## config.mk

```make
export PLATFORM = sky130hd
export DESIGN_NAME = poly_counter_audio_generator_top
export DESIGN_NICKNAME = d
export VERILOG_FILES = /design/src/design/pcag_pkg.sv /design/src/design/pcag_rem_unit.sv /design/src/design/pcag_voice.sv /design/src/design/poly_counter_audio_generator_top.sv
export SDC_FILE = /design/constraint.sdc
export NUM_CORES = 1
export LEC_CHECK = 0
export BUFFER_PORTS_ARGS = -buffer_cell sky130_fd_sc_hd__buf_2
export CAP_MARGIN = 5
export CORE_MARGIN = 5
export CORE_UTILIZATION = 65
export CTS_CLUSTER_SIZE = 16
export DETAILED_ROUTE_END_ITERATION = 8
export GPL_TIMING_DRIVEN = 1
export PLACE_DENSITY = 0.87
export SLEW_MARGIN = 20
export SYNTH_ARGS = -nofsm -noshare
export SYNTH_HDL_FRONTEND = slang
export SYNTH_SLANG_ARGS = --single-unit
```

## constraint.sdc

```tcl
create_clock -name clk_i -period 22.4 [get_ports clk_i]
set_clock_uncertainty 0.15 [all_clocks]
set_input_delay 3.36 -clock clk_i [delete_from_list [all_inputs] [get_ports clk_i]]
set_output_delay 3.36 -clock clk_i [all_outputs]
set_load 0.02 [all_outputs]
```

## src/design/pcag_pkg.sv

```systemverilog
// Package: shared types, codes and tone/shift-register helpers for the sound generator.
package pcag_pkg;

  localparam int unsigned TickW   = 32;
  localparam int unsigned TickCntW = $clog2(TickW);
  localparam int unsigned DivW    = 5;
  localparam int unsigned DsrW    = DivW + 1;
  localparam int unsigned VolW    = 4;
  localparam int unsigned ToneW   = 8;
  localparam int unsigned SampleW = 7;

  localparam logic [ToneW-1:0] ToneLast = 8'd185;

  localparam logic FUNC_TICK  = 1'b0;
  localparam logic FUNC_WRITE = 1'b1;

  typedef enum logic [2:0] {
    REG_MODE0 = 3'd0,
    REG_MODE1 = 3'd1,
    REG_DIV0  = 3'd2,
    REG_DIV1  = 3'd3,
    REG_VOL0  = 3'd4,
    REG_VOL1  = 3'd5
  } reg_sel_e;

  typedef enum logic [3:0] {
    MODE_ONE_A     = 4'h0,
    MODE_P4        = 4'h1,
    MODE_T31_P4    = 4'h2,
    MODE_P5_P4     = 4'h3,
    MODE_T2_A      = 4'h4,
    MODE_T2_B      = 4'h5,
    MODE_T31_A     = 4'h6,
    MODE_P5_A      = 4'h7,
    MODE_P9        = 4'h8,
    MODE_P5_B      = 4'h9,
    MODE_T31_B     = 4'hA,
    MODE_ONE_B     = 4'hB,
    MODE_T6_A      = 4'hC,
    MODE_T6_B      = 4'hD,
    MODE_T93       = 4'hE,
    MODE_P5_T6     = 4'hF
  } mode_e;

  typedef enum logic [2:0] {
    ST_IDLE,
    ST_LOAD0,
    ST_RUN0,
    ST_LOAD1,
    ST_RUN1,
    ST_EMIT
  } seq_state_e;

  typedef struct packed {
    logic mode;
    logic div;
    logic vol;
  } voice_wr_t;

  typedef struct packed {
    logic start;
  } rem_ctrl_t;

  typedef struct packed {
    logic busy;
    logic done;
    logic zero;
  } rem_stat_t;

  function automatic logic [3:0] step_four(input logic [3:0] s);
    step_four = {s[0] ^ s[1], s[3:1]};
  endfunction

  function automatic logic [4:0] step_five(input logic [4:0] s);
    step_five = {s[0] ^ s[2], s[4:1]};
  endfunction

  function automatic logic [8:0] step_nine(input logic [8:0] s);
    step_nine = {s[0] ^ s[4], s[8:1]};
  endfunction

  function automatic logic [ToneW-1:0] bump_tone(input logic [ToneW-1:0] t);
    bump_tone = (t == ToneLast) ? '0 : t + 8'd1;
  endfunction

  // 32 = 1 mod 31, so fold the high bits onto the low five.
  function automatic logic [4:0] tone_mod31(input logic [ToneW-1:0] t);
    logic [5:0] s;
    s = {3'b000, t[7:5]} + {1'b0, t[4:0]};
    if (s >= 6'd31) begin
      s = s - 6'd31;
    end
    tone_mod31 = s[4:0];
  endfunction

  // Quotient by 6 via 171/1024, exact for tone values below 186.
  function automatic logic tone_mod6_low(input logic [ToneW-1:0] t);
    logic [15:0] p;
    logic [7:0]  q6;
    logic [7:0]  r;
    p  = {8'b0, t} * 16'd171;
    q6 = {2'b00, p[15:10]} * 8'd6;
    r  = t - q6;
    tone_mod6_low = (r < 8'd3);
  endfunction

  function automatic logic tone_mod93_low(input logic [ToneW-1:0] t);
    tone_mod93_low = (t < 8'd49) || ((t >= 8'd93) && (t < 8'd142));
  endfunction

endpackage

```

## src/design/pcag_rem_unit.sv

```systemverilog
// Bit-serial restoring remainder unit: tick count modulo (divider + 1).
module pcag_rem_unit (
  input  logic                          clk_i,
  input  logic                          rst_ni,
  input  pcag_pkg::rem_ctrl_t           ctrl_i,
  input  logic [pcag_pkg::TickW-1:0]    dividend_i,
  input  logic [pcag_pkg::DsrW-1:0]     divisor_i,
  output pcag_pkg::rem_stat_t           stat_o
);

  logic [pcag_pkg::TickW-1:0]    dvd_q, dvd_d;
  logic [pcag_pkg::DsrW-1:0]     dsr_q, dsr_d;
  logic [pcag_pkg::DsrW-1:0]     rem_q, rem_d;
  logic [pcag_pkg::TickCntW-1:0] cnt_q, cnt_d;
  logic                          busy_q, busy_d;
  logic                          done_q, done_d;
  logic [pcag_pkg::DsrW:0]       trial;

  assign trial = {rem_q, dvd_q[pcag_pkg::TickW-1]};

  always_comb begin
    dvd_d  = dvd_q;
    dsr_d  = dsr_q;
    rem_d  = rem_q;
    cnt_d  = cnt_q;
    busy_d = busy_q;
    done_d = 1'b0;
    if (ctrl_i.start) begin
      dvd_d  = dividend_i;
      dsr_d  = divisor_i;
      rem_d  = '0;
      cnt_d  = pcag_pkg::TickCntW'(pcag_pkg::TickW - 1);
      busy_d = 1'b1;
    end else if (busy_q) begin
      // shift in one dividend bit, subtract when it fits
      if (trial >= {1'b0, dsr_q}) begin
        rem_d = pcag_pkg::DsrW'(trial - {1'b0, dsr_q});
      end else begin
        rem_d = trial[pcag_pkg::DsrW-1:0];
      end
      dvd_d = {dvd_q[pcag_pkg::TickW-2:0], 1'b0};
      cnt_d = cnt_q - 1'b1;
      if (cnt_q == '0) begin
        busy_d = 1'b0;
        done_d = 1'b1;
      end
    end
  end

  always_ff @(posedge clk_i or negedge rst_ni) begin
    if (!rst_ni) begin
      busy_q <= 1'b0;
      done_q <= 1'b0;
      cnt_q  <= '0;
    end else begin
      busy_q <= busy_d;
      done_q <= done_d;
      cnt_q  <= cnt_d;
    end
  end

  always_ff @(posedge clk_i) begin
    dvd_q <= dvd_d;
    dsr_q <= dsr_d;
    rem_q <= rem_d;
  end

  assign stat_o.busy = busy_q;
  assign stat_o.done = done_q;
  assign stat_o.zero = (rem_q == '0);

endmodule

```

## src/design/pcag_voice.sv

```systemverilog
// One channel: its registers, shift registers, tone counter and output bit.
module pcag_voice (
  input  logic                         clk_i,
  input  logic                         rst_ni,
  input  pcag_pkg::voice_wr_t          wr_i,
  input  logic [7:0]                   wr_data_i,
  input  logic                         advance_i,
  output logic                         bit_o,
  output logic [pcag_pkg::VolW-1:0]    vol_o,
  output logic [pcag_pkg::DivW-1:0]    div_o
);

  pcag_pkg::mode_e             mode_q, mode_d;
  logic [pcag_pkg::DivW-1:0]   div_q, div_d;
  logic [pcag_pkg::VolW-1:0]   vol_q, vol_d;
  logic [3:0]                  four_q, four_d;
  logic [4:0]                  five_q, five_d;
  logic [8:0]                  nine_q, nine_d;
  logic [pcag_pkg::ToneW-1:0]  tone_q, tone_d;
  logic [4:0]                  five_nx;
  logic [pcag_pkg::ToneW-1:0]  tone_nx;
  logic [4:0]                  tone_nx_m31;

  assign five_nx     = pcag_pkg::step_five(five_q);
  assign tone_nx     = pcag_pkg::bump_tone(tone_q);
  assign tone_nx_m31 = pcag_pkg::tone_mod31(tone_nx);

  always_comb begin
    unique case (mode_q)
      pcag_pkg::MODE_ONE_A, pcag_pkg::MODE_ONE_B: bit_o = 1'b1;
      pcag_pkg::MODE_P4, pcag_pkg::MODE_T31_P4,
      pcag_pkg::MODE_P5_P4:                       bit_o = four_q[0];
      pcag_pkg::MODE_T2_A, pcag_pkg::MODE_T2_B:   bit_o = tone_q[0];
      pcag_pkg::MODE_T31_A, pcag_pkg::MODE_T31_B:
        bit_o = (pcag_pkg::tone_mod31(tone_q) < 5'd18);
      pcag_pkg::MODE_P5_A, pcag_pkg::MODE_P5_B:   bit_o = five_q[0];
      pcag_pkg::MODE_P9:                          bit_o = nine_q[0];
      pcag_pkg::MODE_T93:                         bit_o = pcag_pkg::tone_mod93_low(tone_q);
      default:                                    bit_o = pcag_pkg::tone_mod6_low(tone_q);
    endcase
  end

  always_comb begin
    mode_d = mode_q;
    div_d  = div_q;
    vol_d  = vol_q;
    four_d = four_q;
    five_d = five_q;
    nine_d = nine_q;
    tone_d = tone_q;
    if (wr_i.mode) begin
      mode_d = pcag_pkg::mode_e'(wr_data_i[3:0]);
    end
    if (wr_i.div) begin
      div_d = wr_data_i[pcag_pkg::DivW-1:0];
    end
    if (wr_i.vol) begin
      vol_d = wr_data_i[pcag_pkg::VolW-1:0];
    end
    if (advance_i) begin
      unique case (mode_q)
        pcag_pkg::MODE_P4: four_d = pcag_pkg::step_four(four_q);
        pcag_pkg::MODE_T31_P4: begin
          tone_d = tone_nx;
          if (tone_nx_m31 == 5'd0 || tone_nx_m31 == 5'd18) begin
            four_d = pcag_pkg::step_four(four_q);
          end
        end
        pcag_pkg::MODE_P5_P4: begin
          five_d = five_nx;
          if (five_nx[0]) begin
            four_d = pcag_pkg::step_four(four_q);
          end
        end
        pcag_pkg::MODE_T2_A, pcag_pkg::MODE_T2_B, pcag_pkg::MODE_T31_A,
        pcag_pkg::MODE_T31_B, pcag_pkg::MODE_T6_A, pcag_pkg::MODE_T6_B,
        pcag_pkg::MODE_T93: tone_d = tone_nx;
        pcag_pkg::MODE_P5_A, pcag_pkg::MODE_P5_B: five_d = five_nx;
        pcag_pkg::MODE_P9: nine_d = pcag_pkg::step_nine(nine_q);
        pcag_pkg::MODE_P5_T6: begin
          five_d = five_nx;
          // bump the tone counter only on an edge of the shift register output
          if (five_nx[0] != five_q[0]) begin
            tone_d = tone_nx;
          end
        end
        default: ;
      endcase
    end
  end

  always_ff @(posedge clk_i or negedge rst_ni) begin
    if (!rst_ni) begin
      mode_q <= pcag_pkg::MODE_ONE_A;
      div_q  <= '0;
      vol_q  <= '0;
      four_q <= 4'hF;
      five_q <= 5'h1F;
      nine_q <= 9'h1FF;
      tone_q <= '0;
    end else begin
      mode_q <= mode_d;
      div_q  <= div_d;
      vol_q  <= vol_d;
      four_q <= four_d;
      five_q <= five_d;
      nine_q <= nine_d;
      tone_q <= tone_d;
    end
  end

  assign vol_o = vol_q;
  assign div_o = div_q;

endmodule

```

## src/design/poly_counter_audio_generator_top.sv

```systemverilog
// Top level: handshake, register decode, tick sequencer and output register.
// Register writes and ticks are accepted only while the sequencer is idle, so no new tick or
// write is taken until the last tick's sample has been emitted. Per channel: a load step and
// a run of the shared bit-serial remainder unit (tick count modulo divider+1); then the
// emit step, which output stalls extend, registers the sample. Reset (rst_ni low, asynchronous)
// clears the channel registers and tick count and presets the shift registers to all ones.
module poly_counter_audio_generator_top (
  input  logic                            clk_i,
  input  logic                            rst_ni,
  input  logic                            in_valid_i,
  output logic                            in_stall_o,
  input  logic                            func_i,
  input  logic [2:0]                      reg_select_i,
  input  logic [7:0]                      write_data_i,
  output logic                            out_valid_o,
  input  logic                            out_stall_i,
  output logic [pcag_pkg::SampleW-1:0]    sample_o
);

  pcag_pkg::seq_state_e             state_q, state_d;
  logic [pcag_pkg::TickW-1:0]       tick_q, tick_d;
  logic [pcag_pkg::SampleW-1:0]     pend_q, pend_d;
  logic [pcag_pkg::SampleW-1:0]     sample_q, sample_d;
  logic                             out_valid_q, out_valid_d;

  logic                             in_fire;
  logic                             tick_fire;
  logic                             wr_fire;
  logic                             emit_fire;
  pcag_pkg::voice_wr_t              wr0, wr1;
  logic                             adv0, adv1;
  logic                             bit0, bit1;
  logic [pcag_pkg::VolW-1:0]        vol0, vol1;
  logic [pcag_pkg::DivW-1:0]        div0, div1;
  logic [pcag_pkg::VolW-1:0]        lvl0, lvl1, lvl_max;
  logic [pcag_pkg::DsrW-1:0]        divisor;
  pcag_pkg::rem_ctrl_t              rem_ctrl;
  pcag_pkg::rem_stat_t              rem_stat;

  assign in_fire   = in_valid_i && !in_stall_o;
  assign tick_fire = in_fire && (func_i == pcag_pkg::FUNC_TICK);
  assign wr_fire   = in_fire && (func_i == pcag_pkg::FUNC_WRITE);

  // register write decode
  always_comb begin
    wr0 = '0;
    wr1 = '0;
    if (wr_fire) begin
      unique case (reg_select_i)
        pcag_pkg::REG_MODE0: wr0.mode = 1'b1;
        pcag_pkg::REG_MODE1: wr1.mode = 1'b1;
        pcag_pkg::REG_DIV0:  wr0.div  = 1'b1;
        pcag_pkg::REG_DIV1:  wr1.div  = 1'b1;
        pcag_pkg::REG_VOL0:  wr0.vol  = 1'b1;
        pcag_pkg::REG_VOL1:  wr1.vol  = 1'b1;
        default: ;
      endcase
    end
  end

  pcag_voice u_voice0 (
    .clk_i     (clk_i),
    .rst_ni    (rst_ni),
    .wr_i      (wr0),
    .wr_data_i (write_data_i),
    .advance_i (adv0),
    .bit_o     (bit0),
    .vol_o     (vol0),
    .div_o     (div0)
  );

  pcag_voice u_voice1 (
    .clk_i     (clk_i),
    .rst_ni    (rst_ni),
    .wr_i      (wr1),
    .wr_data_i (write_data_i),
    .advance_i (adv1),
    .bit_o     (bit1),
    .vol_o     (vol1),
    .div_o     (div1)
  );

  pcag_rem_unit u_rem (
    .clk_i      (clk_i),
    .rst_ni     (rst_ni),
    .ctrl_i     (rem_ctrl),
    .dividend_i (tick_q),
    .divisor_i  (divisor),
    .stat_o     (rem_stat)
  );

  assign lvl0    = bit0 ? vol0 : '0;
  assign lvl1    = bit1 ? vol1 : '0;
  assign lvl_max = (lvl0 > lvl1) ? lvl0 : lvl1;

  // next state
  always_comb begin
    state_d = state_q;
    unique case (state_q)
      pcag_pkg::ST_IDLE:  if (tick_fire) state_d = pcag_pkg::ST_LOAD0;
      pcag_pkg::ST_LOAD0: state_d = pcag_pkg::ST_RUN0;
      pcag_pkg::ST_RUN0:  if (rem_stat.done) state_d = pcag_pkg::ST_LOAD1;
      pcag_pkg::ST_LOAD1: state_d = pcag_pkg::ST_RUN1;
      pcag_pkg::ST_RUN1:  if (rem_stat.done) state_d = pcag_pkg::ST_EMIT;
      pcag_pkg::ST_EMIT:  if (emit_fire) state_d = pcag_pkg::ST_IDLE;
      default:            state_d = pcag_pkg::ST_IDLE;
    endcase
  end

  // sequencer outputs
  always_comb begin
    in_stall_o     = 1'b1;
    rem_ctrl.start = 1'b0;
    divisor        = {1'b0, div0} + 1'b1;
    adv0           = 1'b0;
    adv1           = 1'b0;
    emit_fire      = 1'b0;
    unique case (state_q)
      pcag_pkg::ST_IDLE:  in_stall_o = 1'b0;
      pcag_pkg::ST_LOAD0: rem_ctrl.start = 1'b1;
      pcag_pkg::ST_RUN0:  adv0 = rem_stat.done && rem_stat.zero;
      pcag_pkg::ST_LOAD1: begin
        rem_ctrl.start = 1'b1;
        divisor        = {1'b0, div1} + 1'b1;
      end
      pcag_pkg::ST_RUN1:  adv1 = rem_stat.done && rem_stat.zero;
      pcag_pkg::ST_EMIT:  emit_fire = !out_valid_q || !out_stall_i;
      default: ;
    endcase
  end

  always_comb begin
    tick_d      = tick_q;
    pend_d      = pend_q;
    sample_d    = sample_q;
    out_valid_d = out_valid_q && out_stall_i;
    if (tick_fire) begin
      // capture the sample before the channels step
      tick_d = tick_q + 1'b1;
      pend_d = {lvl_max, 3'b000};
    end
    if (emit_fire) begin
      sample_d    = pend_q;
      out_valid_d = 1'b1;
    end
  end

  always_ff @(posedge clk_i or negedge rst_ni) begin
    if (!rst_ni) begin
      state_q     <= pcag_pkg::ST_IDLE;
      tick_q      <= '0;
      out_valid_q <= 1'b0;
    end else begin
      state_q     <= state_d;
      tick_q      <= tick_d;
      out_valid_q <= out_valid_d;
    end
  end

  always_ff @(posedge clk_i) begin
    pend_q   <= pend_d;
    sample_q <= sample_d;
  end

  assign out_valid_o = out_valid_q;
  assign sample_o    = sample_q;

`ifndef SYNTH
  a_tick_starts_seq: assert property (@(posedge clk_i) disable iff (!rst_ni)
    tick_fire |=> (state_q == pcag_pkg::ST_LOAD0))
    else $error("accepted tick did not start the sequencer");

  a_tick_count_step: assert property (@(posedge clk_i) disable iff (!rst_ni)
    tick_fire |=> (tick_q == $past(tick_q) + 1'b1))
    else $error("tick count did not advance by one");

  a_rem_done_in_run: assert property (@(posedge clk_i) disable iff (!rst_ni)
    rem_stat.done |-> (state_q == pcag_pkg::ST_RUN0 || state_q == pcag_pkg::ST_RUN1))
    else $error("remainder finished outside a run state");

  a_rem_idle_when_idle: assert property (@(posedge clk_i) disable iff (!rst_ni)
    (state_q == pcag_pkg::ST_IDLE) |-> !rem_stat.busy)
    else $error("remainder unit busy while the sequencer is idle");

  a_out_from_emit: assert property (@(posedge clk_i) disable iff (!rst_ni)
    $rose(out_valid_o) |-> $past(state_q == pcag_pkg::ST_EMIT))
    else $error("output beat not produced by the emit step");

  a_single_advance: assert property (@(posedge clk_i) disable iff (!rst_ni)
    !(adv0 && adv1))
    else $error("both channels advanced in one cycle");
`endif

endmodule
```

=== After elaboration in Yosys (flattened, before gate mapping) ===
Cells that the tools add are included.

* Output and inout bits: 9
* Bits in registers: 173

* Mux-type cells: 54
* Reductions and logical operators: 51
* Equality and inequality tests: 56
* Add/sub/neg operators: 17
* $mul: 4
* Bitwise logic cells: 7
* Magnitude comparators: 16

{| class="wikitable"
|+ Operators with widths
! kind !! count
|-
| $eq A4 B4 Y1 const B || 16
|-
| $mux W32 || 2
|-
| $mux W5 || 8
|-
| $add A32 B1 Y32 const B || 1
|-
| $eq A4 B3 Y1 const B || 8
|-
| $mul A8 B8 Y16 const B || 2
|-
| $mux W8 || 4
|-
| $pmux W8 S2 || 2
|-
| $mux W4 || 7
|-
| $add A3 B5 Y6 || 4
|-
| $ge A6 B5 Y1 const B || 4
|-
| $pmux W4 S3 || 2
|-
| $sub A5 B5 Y5 const B || 4
|-
| $mux W1 || 18
|-
| $mux W3 || 6
|-
| $pmux W3 S6 || 1
|-
| $reduce_or A2 Y1 || 9
|-
| $add A8 B1 Y8 const B || 2
|-
| $eq A4 B2 Y1 const B || 4
|-
| $eq A8 B8 Y1 const B || 2
|-
| $ge A8 B7 Y1 const B || 2
|-
| $lt A8 B2 Y1 const B || 2
|-
| $lt A8 B6 Y1 const B || 2
|-
| $lt A8 B8 Y1 const B || 2
|-
| other kinds (35) || 91
|}

=== Depth between registers and ports, before layout ===
Gate-level depths: netlist of run 1.

* Depth in word-level cells: 9
* Depth in mapped cells: 38
* Depth with buffers taken out: 37

=== Modules after synthesis ===
From an unflattened synthesis of run 1, not the netlist that was laid out.

* Cells, all modules: 1,208
* Area, all modules: 12,758.5 µm²

{| class="wikitable"
|+ Modules (own cells, without submodules)
! module !! area an instance (µm²) !! cells each !! seq. area each (µm²) !! instances
|-
| pcag_voice (u_voice1) || 3,947.5 || 395 || 998.5 || 1
|-
| pcag_voice (u_voice0) || 3,937.5 || 396 || 998.5 || 1
|-
| pcag_rem_unit || 2,478.6 || 186 || 1,436.4 || 1
|-
| poly_counter_audio_generator_top || 2,394.8 || 231 || 1,141.1 || 1
|}

=== Worst setup path before layout of run 1 ===
OpenSTA, ideal clock, no wires.

* Kind: flip-flop to flip-flop
* Start: register u_voice0.tone_q[1] in the netlist's numbering
* End: register pend_q[3] in the netlist's numbering (data pin)
* Setup time: 0.266 ns
* Buffers on the path: 1
* Path slack: 14.797 ns
* Required time: 21.984 ns
* Stages on the path, launching flop included: 34
* Data arrival time: 7.188 ns
* Cell sequence: dfrtp_1 > ha_1 > fa_1 > fa_1 > inv_1 > fa_1 > inv_1 > ha_1 > nand3_1 > a211oi_1 > o21ai_0 > a21boi_0 > o21ai_0 > a211o_1 > o311ai_0 > ha_1 > xor2_1 > ha_1 > o21ai_0 > o21ai_1 > a21oi_1 > xnor3_1 > a2111oi_0 > nand4bb_1 > clkbuf_1 > nor2_1 > ha_1 > nor2b_1 > o21ai_0 > nand2b_1 > a21oi_1 > a41oi_1 > nand2_1 > o22ai_1

* Word-level cells in the longest chain between the ends: 9
* Elaborated cells between the ends (all ways): 19
* Classes of those cells: 3 x add/sub; 2 x mul; 7 x order compare; 5 x mux; 2 x reduce/logical

{| class="wikitable"
|+ RTL lines
! item !! RTL line !! text
|-
| start, declared || pcag_voice.sv:19 || <nowiki>logic [pcag_pkg::ToneW-1:0] tone_q, tone_d;</nowiki>
|-
| start signal, assigned || pcag_voice.sv:108 || <nowiki>tone_q <= tone_d;</nowiki>
|-
| parallel branches: the longest is 5 deep, another holds $mul A8 B8 Y16 || - ||
|-
| $pmux W1 S7 * || pcag_voice.sv:29 || <nowiki>unique case (mode_q)</nowiki>
|-
| $mux W4 * || poly_counter_audio_generator_top.sv:92 || <nowiki>assign lvl0 = bit0 ? vol0 : '0;</nowiki>
|-
| $gt A4 B4 Y1 || poly_counter_audio_generator_top.sv:94 || <nowiki>assign lvl_max = (lvl0 > lvl1) ? lvl0 : lvl1;</nowiki>
|-
| $mux W4 * || poly_counter_audio_generator_top.sv:94 ||
|-
| via lvl_max (one bit) || poly_counter_audio_generator_top.sv:35 || <nowiki>logic [pcag_pkg::VolW-1:0] lvl0, lvl1, lvl_max;</nowiki>
|-
| end signal, assigned || poly_counter_audio_generator_top.sv:161 || <nowiki>pend_q <= pend_d;</nowiki>
|-
| end, declared || poly_counter_audio_generator_top.sv:22 || <nowiki>logic [pcag_pkg::SampleW-1:0] pend_q, pend_d;</nowiki>
|}

Mark *: on every way through the listed nets, which the timed path passes. The select of a mux whose other input is x is not followed.
A chain may end at the register's enable or synchronous reset.

=== Final worst setup path of run 1 ===
* Start: register u_voice0.tone_q[3] in the netlist's numbering
* End: register pend_q[5] in the netlist's numbering (data pin)

The elaborated chain is that of the path after synthesis.

==> reports/qor.yml, run 1 <==
hold_viol_final: 0
cts_tree: "built"
crit_arrival_ns: 9.12
p_leak_nw: 6.707
fillers: 1312
syn_avg_cell_area_um2: 9.800
cp_max_fo: 16
layout-area-overhead-vs-synth_pct: 6.689
post_route_cells_drive_above_1_share_pct: 11.43
setup_tns_ns: 0
clkSinkCount: 173
path_buf_inv: 5
finalMaxSlewViolations: 0
yosysMostFrequentCell: "nand2_1"
vias: 9696
critical-path-max-stage-delay_ns: 0.77
num_rows: 51
numPortBuffers: 18
internal_power_mw: 0.6869
ctsResizeCount: 0
hold_path_class: "reg -> reg"
clock.fmax_ghz: 0.1110
grt_pass1_vias: 10010
num_antenna_cells: 0
drc: 0
syn_area_mm2: 0.01289
clockBufferDepth: 2
synth_top_area_share_pct: 16.50
root_buffer: "clkbuf_16"
htreeDepth: 4
grt_max_degree: 72
setup_ws_ns: 13.39
clkPwrFrac_pct: 25.6
end_kind: "flip-flop"
grt_use_total_pct: 25.32
place_inst: 1571
clkTransAtPathRegs_ns: 0.07
ys_types: 89
yosys-top-cells-area: "dfrtp_1 (17%), ha_1 (15%), edfxtp_1 (11%)"
post_cts_buffers: 0
die_height_um: 150.8
start_kind: "flip-flop"
power.switching_mw: 0.3899
cp.required_ns: 22.51
rsz0062_at_grt: "no"
synth_warnings: 0
wl_um: 27260
fin_crit_ns: 9.013
cts_made_buffers: 17
yosys-top-cells-count: "nand2_1 (181), ha_1 (156), inv_1 (130), dfrtp_1 (85), xnor2_1 (63)"
seq_area_frac_synth_pct: 35.50
path_class: "reg -> reg"
r2r_start: "u_voice0.tone_q[3]$_DFFE_PN0P_"
synth-seq-cells: 173
drt-pass1-iter-count: 6
ys.flop_type: "dfrtp_1"
start_util_pct: 66.22
yosys.area.top_type: "dfrtp_1"
status: "completed"
grt_pass1_wl_um: 46640
clock_latency_ns: 0.43
p_sw_share_pct: 36.21
synth_edf_count: 46
fin_nets: 1530
die_x_um: 150.8
period_share_pct: 40.23
via_per_inst: 6.049
place.gp.congestion: 0.8757
ant_nets: 0
synthCells: 1315
seqPwrFrac_pct: 43.9
cp_common_cell: "inv_1"
cts_hold_buf: 0
critPathTopFamily: "adder cells"
p_per_area_mw_per_mm2: 78.31
drt_iter0_markers: 595
ir_drop_mv: 0.08358
comb_power_share_pct: 30.5
critPathLaunch: "u_voice0.tone_q[3]$_DFFE_PN0P_"
slew_headroom_pct: 36.63
drv_cap: 0
grt_antenna_before_repair: 3
dpl_worst_slack_ns: 13.69
floorplan.io_pins: 25
stdcell_count: 1603
critPathSlowestCell: "dfrtp_1"
setup_viol: 0
min-delay-start: "pend_q[3]$_DFFE_PP_"
worstMarginPinSlew_ns: 0.9419
grt.overflow.total: 0
hpwl_um: 19320
synthArstFlopShare_pct: 69.94
die-area_mm2: 0.02274
wl_per_cell_um: 17.01
coreArea_mm2: 0.01946
==> state kept, by name, indices dropped and copies added, names as in the netlist, 5 cells and up <==
signal           count
u_voice1.div_o       5
u_voice0.nine_q      9
u_rem.dsr_q          6
u_rem.dvd_q         32
u_voice0.div_o       5
u_voice1.five_q      5
u_rem.cnt_q          5
u_voice1.nine_q      9
u_rem.rem_q          6
tick_q              32
u_voice1.tone_q      8
u_voice0.five_q      5
u_voice0.tone_q      8
==> worst reg2reg max path: cells and delay by family, from the launching register on <==
kind            cells  cell delay [ns]
fa+ha+maj           8             3.24
buf+inv             5             0.37
xor+xnor            2             0.47
compound gates     11             2.05
simple gates        9             1.79
flops               1             0.77
==> stage by stage <==
step	hold WS, ns	total power [mW]	cell area, um2	utilization (%)
after global placement	0.2535	0.7597	13200	67.84
after CTS	0.2845	1.074	13740	70.61
final	0.2845	1.077	13750	70.65
after detailed placement	0.2650	0.7836	13200	67.84
after global routing	0.2904	1.137	13750	70.65
after floorplan	0.2503	0.7012	12890	-
==> per-layer routing <==
layer  track usage, %  wire length (um)  vias to the layer above
li1                 -                 -                     4591
met1            30.54             11000                     4731
met2            44.88             14020                      285
met3            4.399              1359                       83
met4            10.34               847                        6
met5                0                31                        -
==> cells in the final DEF, fill, tap and decap left out, drive strengths merged, types with 36 or more instances in the layout <==
cell type	n
inv	139
xnor2	63
nand2	181
a21oi	39
nor2	59
ha	156
nand3	40
dfrtp	85
edfxtp	46
o21ai	61
dfstp	36
mux2	54
==> cells by family after synthesis <==
kind of cell    after synthesis  synth area share, %
simple gates                413                15.79
compound gates              217                11.22
fa+ha+maj                   189                20.27
flops                       173                35.50
buf+inv                     163                4.864
xor+xnor                     95                6.835
mux                          64                5.495
other cells                   1              0.02910
==> power groups by stage <==
| stage | logic (mW) | clock network, mW | registers, mW |
|---|---|---|---|
| after floorplan | 0.260 | 0 | 0.441 |
| after global placement | 0.290 | 0 | 0.469 |
| after detailed placement | 0.310 | 0 | 0.474 |
| after CTS | 0.326 | 0.278 | 0.471 |
| after global routing | 0.365 | 0.291 | 0.481 |
| final | 0.329 | 0.276 | 0.473 |
==> final cells by class <==
type / instances / area, um2 / area share, %
multi-input combinational: 981 / 7700 / 56.00
sequential: 173 / 4574 / 33.27
inverter: 132 / 495.5 / 3.604
clock buffer: 20 / 436.7 / 3.176
tap: 265 / 331.6 / 2.412
timing repair buffer: 20 / 107.6 / 0.7826
clock inverter: 12 / 103.9 / 0.7553
==> path summary, 6_finish.rpt <==
kind,end,slack (ns),depth (start not counted)
min in group asynchronous,u_voice0.tone_q[7]$_DFFE_PN0P_,2.92,1
setup / recovery,pend_q[5]$_DFFE_PP_,13.39,35
setup reg to reg,pend_q[5]$_DFFE_PP_,13.39,35
max in group asynchronous,u_voice1.div_o[2]$_DFFE_PN0P_,17.93,2
hold / removal,sample_o[3]$_DFFE_PP_,0.28,0
hold reg to reg,sample_o[3]$_DFFE_PP_,0.28,0
No activity file was read; power rests on OpenSTA's default activity.
==> run 2: changes to the inputs <==
--- a/config.mk
+++ b/config.mk
@@ -5,6 +5,7 @@
 export SDC_FILE = /design/constraint.sdc
 export NUM_CORES = 1
 export LEC_CHECK = 0
+export ABC_AREA = 1
 export BUFFER_PORTS_ARGS = -buffer_cell sky130_fd_sc_hd__buf_2
 export CAP_MARGIN = 5
 export CORE_MARGIN = 5
==> constraint.sdc (replaced) <==
create_clock -name clk_i -period 9.29 [get_ports clk_i]
set_clock_uncertainty 0.15 [all_clocks]
set_input_delay 1.3935 -clock clk_i [delete_from_list [all_inputs] [get_ports clk_i]]
set_output_delay 1.3935 -clock clk_i [all_outputs]
set_load 0.02 [all_outputs]
==> run 2 against run 1 <==
Against the previous run: via count is 8.5% higher; utilization increased by 1.0 points; routed wire length about the same; hold slack better by 0.030 ns; critical endpoint unchanged; highest routed layer is now met4.
==> reports/qor.yml, run 2 <==
holdWs_ns: 0.3146
drv_cap: 0
postPlaceCellArea_mm2: 0.01343
place.gp.congestion: 0.8794
crit_arrival_ns: 8.16
hpwl_um: 20280
synth_simple_gate_area_share_pct: 22.38
post_route_cells_drive_above_1_share_pct: 7.966
setup_viol: 0
post_cts_buffers: 0
worstMarginPinSlew_ns: 0.7703
cts_tree: "built"
via_per_inst: 5.545
ant_nets: 0
synthArstFlopShare_pct: 69.94
cp_common_cell: "nand2_1"
layout.cell_area.non_filler_mm2: 0.01404
internal_power_mw: 1.160
yosys-top-cells-count: "nand2_1 (362), inv_1 (262), ha_1 (156), o21ai_0 (113), nor2_1 (90)"
p_per_area_mw_per_mm2: 108.4
ys_types: 55
p_sw_share_pct: 23.80
clkTransAtPathRegs_ns: 0.07
setup_tns_ns: 0
fin_nets: 1824
clkPwrFrac_pct: 47.7
synth.mux.area_fraction_pct: 0.08631
grt_pass1_wl_um: 47700
synth_top_family_by_area: "simple AND/OR/NAND/NOR gates"
die-area_mm2: 0.02300
synth_edf_count: 46
yosys.area_share.xor_xnor_pct: 5.371
final_common_cell: "nand2_1"
top_regs: "tick_q: 32 flops, u_rem.dvd_q: 32 flops"
synth-seq-cells: 173
yosysMostFrequentCell: "nand2_1"
grt.overflow.total: 0
die_x_um: 151.7
grt_use_total_pct: 25.24
ir_drop_mv: 0.1183
wl_per_cell_um: 14.37
clock_latency_ns: 0.43
seqPwrFrac_pct: 51.1
cp.required_ns: 9.33
die_height_um: 151.7
root_buffer: "clkbuf_16"
syn_area_mm2: 0.01305
synth_top_area_share_pct: 16.30
cts_hold_buf: 0
fin_crit_ns: 8.124
coreArea_mm2: 0.01959
final_cell_mix: "nand2_1 (362), inv_1 (262), ha_1 (156)"
path_class: "reg -> reg"
synth_warnings: 0
start_util_pct: 66.60
seq_area_frac_synth_pct: 35.06
start_kind: "flip-flop"
synth_compound_area_share_pct: 8.775
rsz0062_at_grt: "no"
power.switching_mw: 0.3624
grt_antenna_before_repair: 0
num_antenna_cells: 0
num_rows: 51
drc: 0
syn_avg_cell_area_um2: 8.195
numPortBuffers: 18
drt-pass1-iter-count: 6
ys.flop_type: "dfrtp_1"
final_core_util_pct: 71.69
grt_max_degree: 64
comb_power_share_pct: 1.2
cts_made_buffers: 17
clkSinkCount: 173
status: "completed"
finalMaxSlewViolations: 0
synthAdderAreaFrac_pct: 20.02
hold_path_class: "reg -> reg"
critPathSlowestCell: "dfrtp_1"
clockBufferDepth: 2
slew_headroom_pct: 48.65
critical-path-max-stage-delay_ns: 0.58
yosys.area.top_type: "dfrtp_1"
cp_max_fo: 9
yosys-top-cells-area: "dfrtp_1 (16%), ha_1 (15%), edfxtp_1 (11%)"
drt_iter0_markers: 788
period_share_pct: 87.45
wl_um: 27260
clock.fmax_ghz: 0.1231
synthCells: 1592
layout-area-overhead-vs-synth_pct: 7.644
vias: 10520
hold_viol_final: 0
p_leak_nw: 7.223
htreeDepth: 4
grt_pass1_vias: 10580
floorplan.io_pins: 25
end_kind: "flip-flop"
ctsResizeCount: 0
-- run 2: changes by cell type after synthesis, moves of 19 or more --
cell | before | now
nand2_1 | 181 | 362
inv_1 | 130 | 262
o21ai_0 | 59 | 113
nand3_1 | 40 | 88
mux2_2 | 46 | 1
xnor2_1 | 63 | 25
nor2_1 | 59 | 90
a21oi_1 | 39 | 69
xor2_1 | 28 | 55
nand4_1 | 16 | 35
nor2b_1 | 19 | 0
-- run 2: metal layers --
layer / up-vias / global-route usage [%] / part of all wire, %
met5: - / 0 / 0
met4: 0 / 7.772 / 2.3
met3: 58 / 3.272 / 3.9
met2: 244 / 44.33 / 50
met1: 4983 / 32.63 / 44
li1: 5234 / - / -
-- run 2: final timing paths --
kind / start / end / slack (ns) / cells after the start
worst max-delay path: u_voice0.tone_q[3]$_DFFE_PN0P_ / pend_q[5]$_DFFE_PP_ / 1.17 / 39
worst min-delay path: u_voice0.four_q[3]$_DFFE_PN1P_ / u_voice0.four_q[3]$_DFFE_PN1P_ / 0.31 / 2
worst max register to register: u_voice0.tone_q[3]$_DFFE_PN0P_ / pend_q[5]$_DFFE_PP_ / 1.17 / 39
worst min register to register: u_voice0.four_q[3]$_DFFE_PN1P_ / u_voice0.four_q[3]$_DFFE_PN1P_ / 0.31 / 2
max in group asynchronous: rst_ni / u_voice0.tone_q[7]$_DFFE_PN0P_ / 6.82 / 2
min in group asynchronous: rst_ni / tick_q[23]$_DFFE_PN0P_ / 0.86 / 1
-- run 2: layout make-up --
class,count,area [um2]
fill,1443,5547
sequential,173,4574
timing repair buffer,22,122.6
multi-input combinational,1138,7401
clock inverter,14,158.9
tap,265,331.6
clock buffer,18,450.4
inverter,267,1005
-- run 2: per-stage QoR --
stage	power, mW	instances	worst slack, ns
after CTS	1.528	1897	1.192
final	1.522	1897	1.166
after floorplan	0.7964	1594	2.111
after global routing	1.562	1897	0.4594
after global placement	0.8107	1865	1.465
after detailed placement	0.8112	1865	1.223
-- run 2: kinds of logic after synthesis --
logic type | count (synthesis)
simple gates | 650
buf+inv | 283
compound gates | 215
fa+ha+maj | 189
flops | 173
xor+xnor | 80
other cells | 1
mux | 1
-- run 2: worst max-delay path, delay by kind of cell (launching register included) --
kind                       cells  cell delay [ns]
DFF                            1             0.58
adders and majority gates      8             3.21
AOI/OAI and AO/OA              5             1.25
buffers and inverters          6             0.50
and+or+nand+nor               18             1.73
xor gates and xnor gates       2             0.45
-- run 2: power by group through the flow --
stage	clock, mW	combinational, mW	sequential [mW]
2_1_floorplan	0	0.00394	0.792
3_3_place_gp	0	0.0184	0.792
3_5_place_dp	0	0.0189	0.792
4_1_cts	0.731	0.0188	0.777
5_1_grt	0.764	0.0212	0.777
6_report	0.727	0.0182	0.777
==> run 3: changes to the inputs <==
--- a/config.mk
+++ b/config.mk
@@ -14,6 +14,7 @@
 export DETAILED_ROUTE_END_ITERATION = 8
 export GPL_TIMING_DRIVEN = 1
 export PLACE_DENSITY = 0.87
+export RECOVER_POWER = 100
 export SLEW_MARGIN = 20
 export SYNTH_ARGS = -nofsm -noshare
 export SYNTH_HDL_FRONTEND = slang
==> run 3 against run 2 <==
Against the previous run: hold slack better by 0.0022 ns; count of clock-buffer cells in the layout stayed put; die area stayed put; utilization is 0.62 points lower; register-to-register slack hardly changed; the flow now finishes with violations (max-capacitance violations, max-slew violations); global-route usage stayed put; setup slack better by 0.014 ns; combinational power is 5% lower; fmax is 0.17% higher.
==> reports/qor.yml, run 3 (same netlist as run 2, synthesis figures left out) <==
grt.overflow.total: 0
fin_crit_ns: 8.110
cp_common_cell: "nand2_1"
numPortBuffers: 18
slew_headroom_pct: -114.3
start_util_pct: 66.60
htreeDepth: 4
path_class: "reg -> reg"
critical-path-max-stage-delay_ns: 0.57
fillers: 1473
dpl_worst_slack_ns: 1.223
drv_cap: 4
die_height_um: 151.7
p_per_area_mw_per_mm2: 109.3
root_buffer: "clkbuf_16"
clockBufferDepth: 2
setup_tns_ns: 0
place.gp.congestion: 0.8794
floorplan.io_pins: 25
grt_pass1_vias: 10580
rsz0062_at_grt: "no"
wl_per_cell_um: 14.43
final_cell_mix: "nand2_1 (368), inv_1 (263), ha_1 (156)"
cts_tree: "built"
die-area_mm2: 0.02300
internal_power_mw: 1.160
post_route_cells_drive_above_1_share_pct: 6.189
die_x_um: 151.7
status: "complete, but fails checks"
clock_latency_ns: 0.43
top_regs: "tick_q: 32 flops, u_rem.dvd_q: 32 flops"
period_share_pct: 87.30
p_sw_share_pct: 23.81
final_common_cell: "nand2_1"
cp.required_ns: 9.33
via_per_inst: 5.542
power_mw: 1.522
hpwl_um: 20280
violations: "max-capacitance violations, max-slew violations"
setup_ws_ns: 1.180
hold_viol_final: 0
grt_use_total_pct: 25.24
drc: 0
clkPwrFrac_pct: 47.8
fin_nets: 1824
cts_hold_buf: 0
drt-pass1-iter-count: 5
post_cts_buffers: 0
coreArea_mm2: 0.01959
worstMarginPinSlew_ns: 3.215
cp_max_fo: 9
ctsResizeCount: 0
num_antenna_cells: 0
grt_max_degree: 64
clkSinkCount: 173
clkTransAtPathRegs_ns: 0.07
comb_power_share_pct: 1.1
seqPwrFrac_pct: 51.1
grt_pass1_wl_um: 47700
setup_viol: 0
crit_arrival_ns: 8.15
start_kind: "flip-flop"
clock.fmax_ghz: 0.1233
power.switching_mw: 0.3623
critPathSlowestCell: "dfrtp_1"
grt_antenna_before_repair: 0
num_rows: 51
ant_nets: 0
ir_drop_mv: 0.1184
end_kind: "flip-flop"
layout-area-overhead-vs-synth_pct: 6.713
finalMaxSlewViolations: 199
cts_made_buffers: 17
hold_path_class: "reg -> reg"
wl_um: 27370
vias: 10510
drt_iter0_markers: 824
p_leak_nw: 7.188
## run 3: layout make-up
| cell class | instances | area [um2] | area share (%) |
|---|---|---|---|
| clock buffers | 18 | 450.4 | 3.235 |
| well taps | 265 | 331.6 | 2.382 |
| flip-flops and latches | 173 | 4574 | 32.86 |
| clock inverters | 14 | 158.9 | 1.141 |
| repair buffers | 22 | 96.34 | 0.6920 |
| inverters | 267 | 1005 | 7.217 |
| multi-input cells | 1138 | 7306 | 52.48 |
## run 3: worst paths after layout
kind | startpoint | end | slack (ns) | depth (start not counted)
worst max-delay path | u_voice0.tone_q[3]$_DFFE_PN0P_ | pend_q[5]$_DFFE_PP_ | 1.18 | 39
worst min-delay path | u_voice0.four_q[3]$_DFFE_PN1P_ | u_voice0.four_q[3]$_DFFE_PN1P_ | 0.32 | 2
worst max register to register | u_voice0.tone_q[3]$_DFFE_PN0P_ | pend_q[5]$_DFFE_PP_ | 1.18 | 39
worst min register to register | u_voice0.four_q[3]$_DFFE_PN1P_ | u_voice0.four_q[3]$_DFFE_PN1P_ | 0.32 | 2
max in group asynchronous | rst_ni | u_voice0.mode_q[1]$_DFFE_PN0P_ | 2.88 | 2
min in group asynchronous | rst_ni | tick_q[23]$_DFFE_PN0P_ | 1.87 | 1
## run 3: layer usage
| metal | global-route usage (%) | wire length (um) | vias up |
|---|---|---|---|
| li1 | - | - | 5233 |
| met1 | 32.63 | 11860 | 4951 |
| met2 | 44.33 | 13710 | 269 |
| met3 | 3.272 | 1163 | 60 |
| met4 | 7.772 | 633 | 0 |
| met5 | 0 | 0 | - |
## run 3: through the flow
stage          hold WS, ns  util [%]  area [um2]  std cells
6_report            0.3168     71.07       13920       1897
5_1_grt             0.3317     71.07       13920       1897
4_1_cts             0.3144     71.69       14040       1897
3_5_place_dp        0.3007     68.58       13430       1865
3_3_place_gp        0.2991     68.58       13430       1865
2_1_floorplan       0.2503         -       13050       1594
## run 3: critical path, delay by kind of cell, from the launching register on
kind	cells	cell delay [ns]
xor gates and xnor gates	2	0.45
buffers and inverters	6	0.50
adders and majority gates	8	3.21
AOI/OAI and AO/OA	5	1.26
DFF	1	0.57
and+or+nand+nor	18	1.72
## run 3: power by group through the flow
stage | sequential (mW) | clock, mW | combinational (mW)
2_1_floorplan | 0.792 | 0 | 0.00394
3_3_place_gp | 0.792 | 0 | 0.0184
3_5_place_dp | 0.792 | 0 | 0.0189
4_1_cts | 0.777 | 0.731 | 0.0188
5_1_grt | 0.777 | 0.764 | 0.0201
6_report | 0.777 | 0.727 | 0.0172
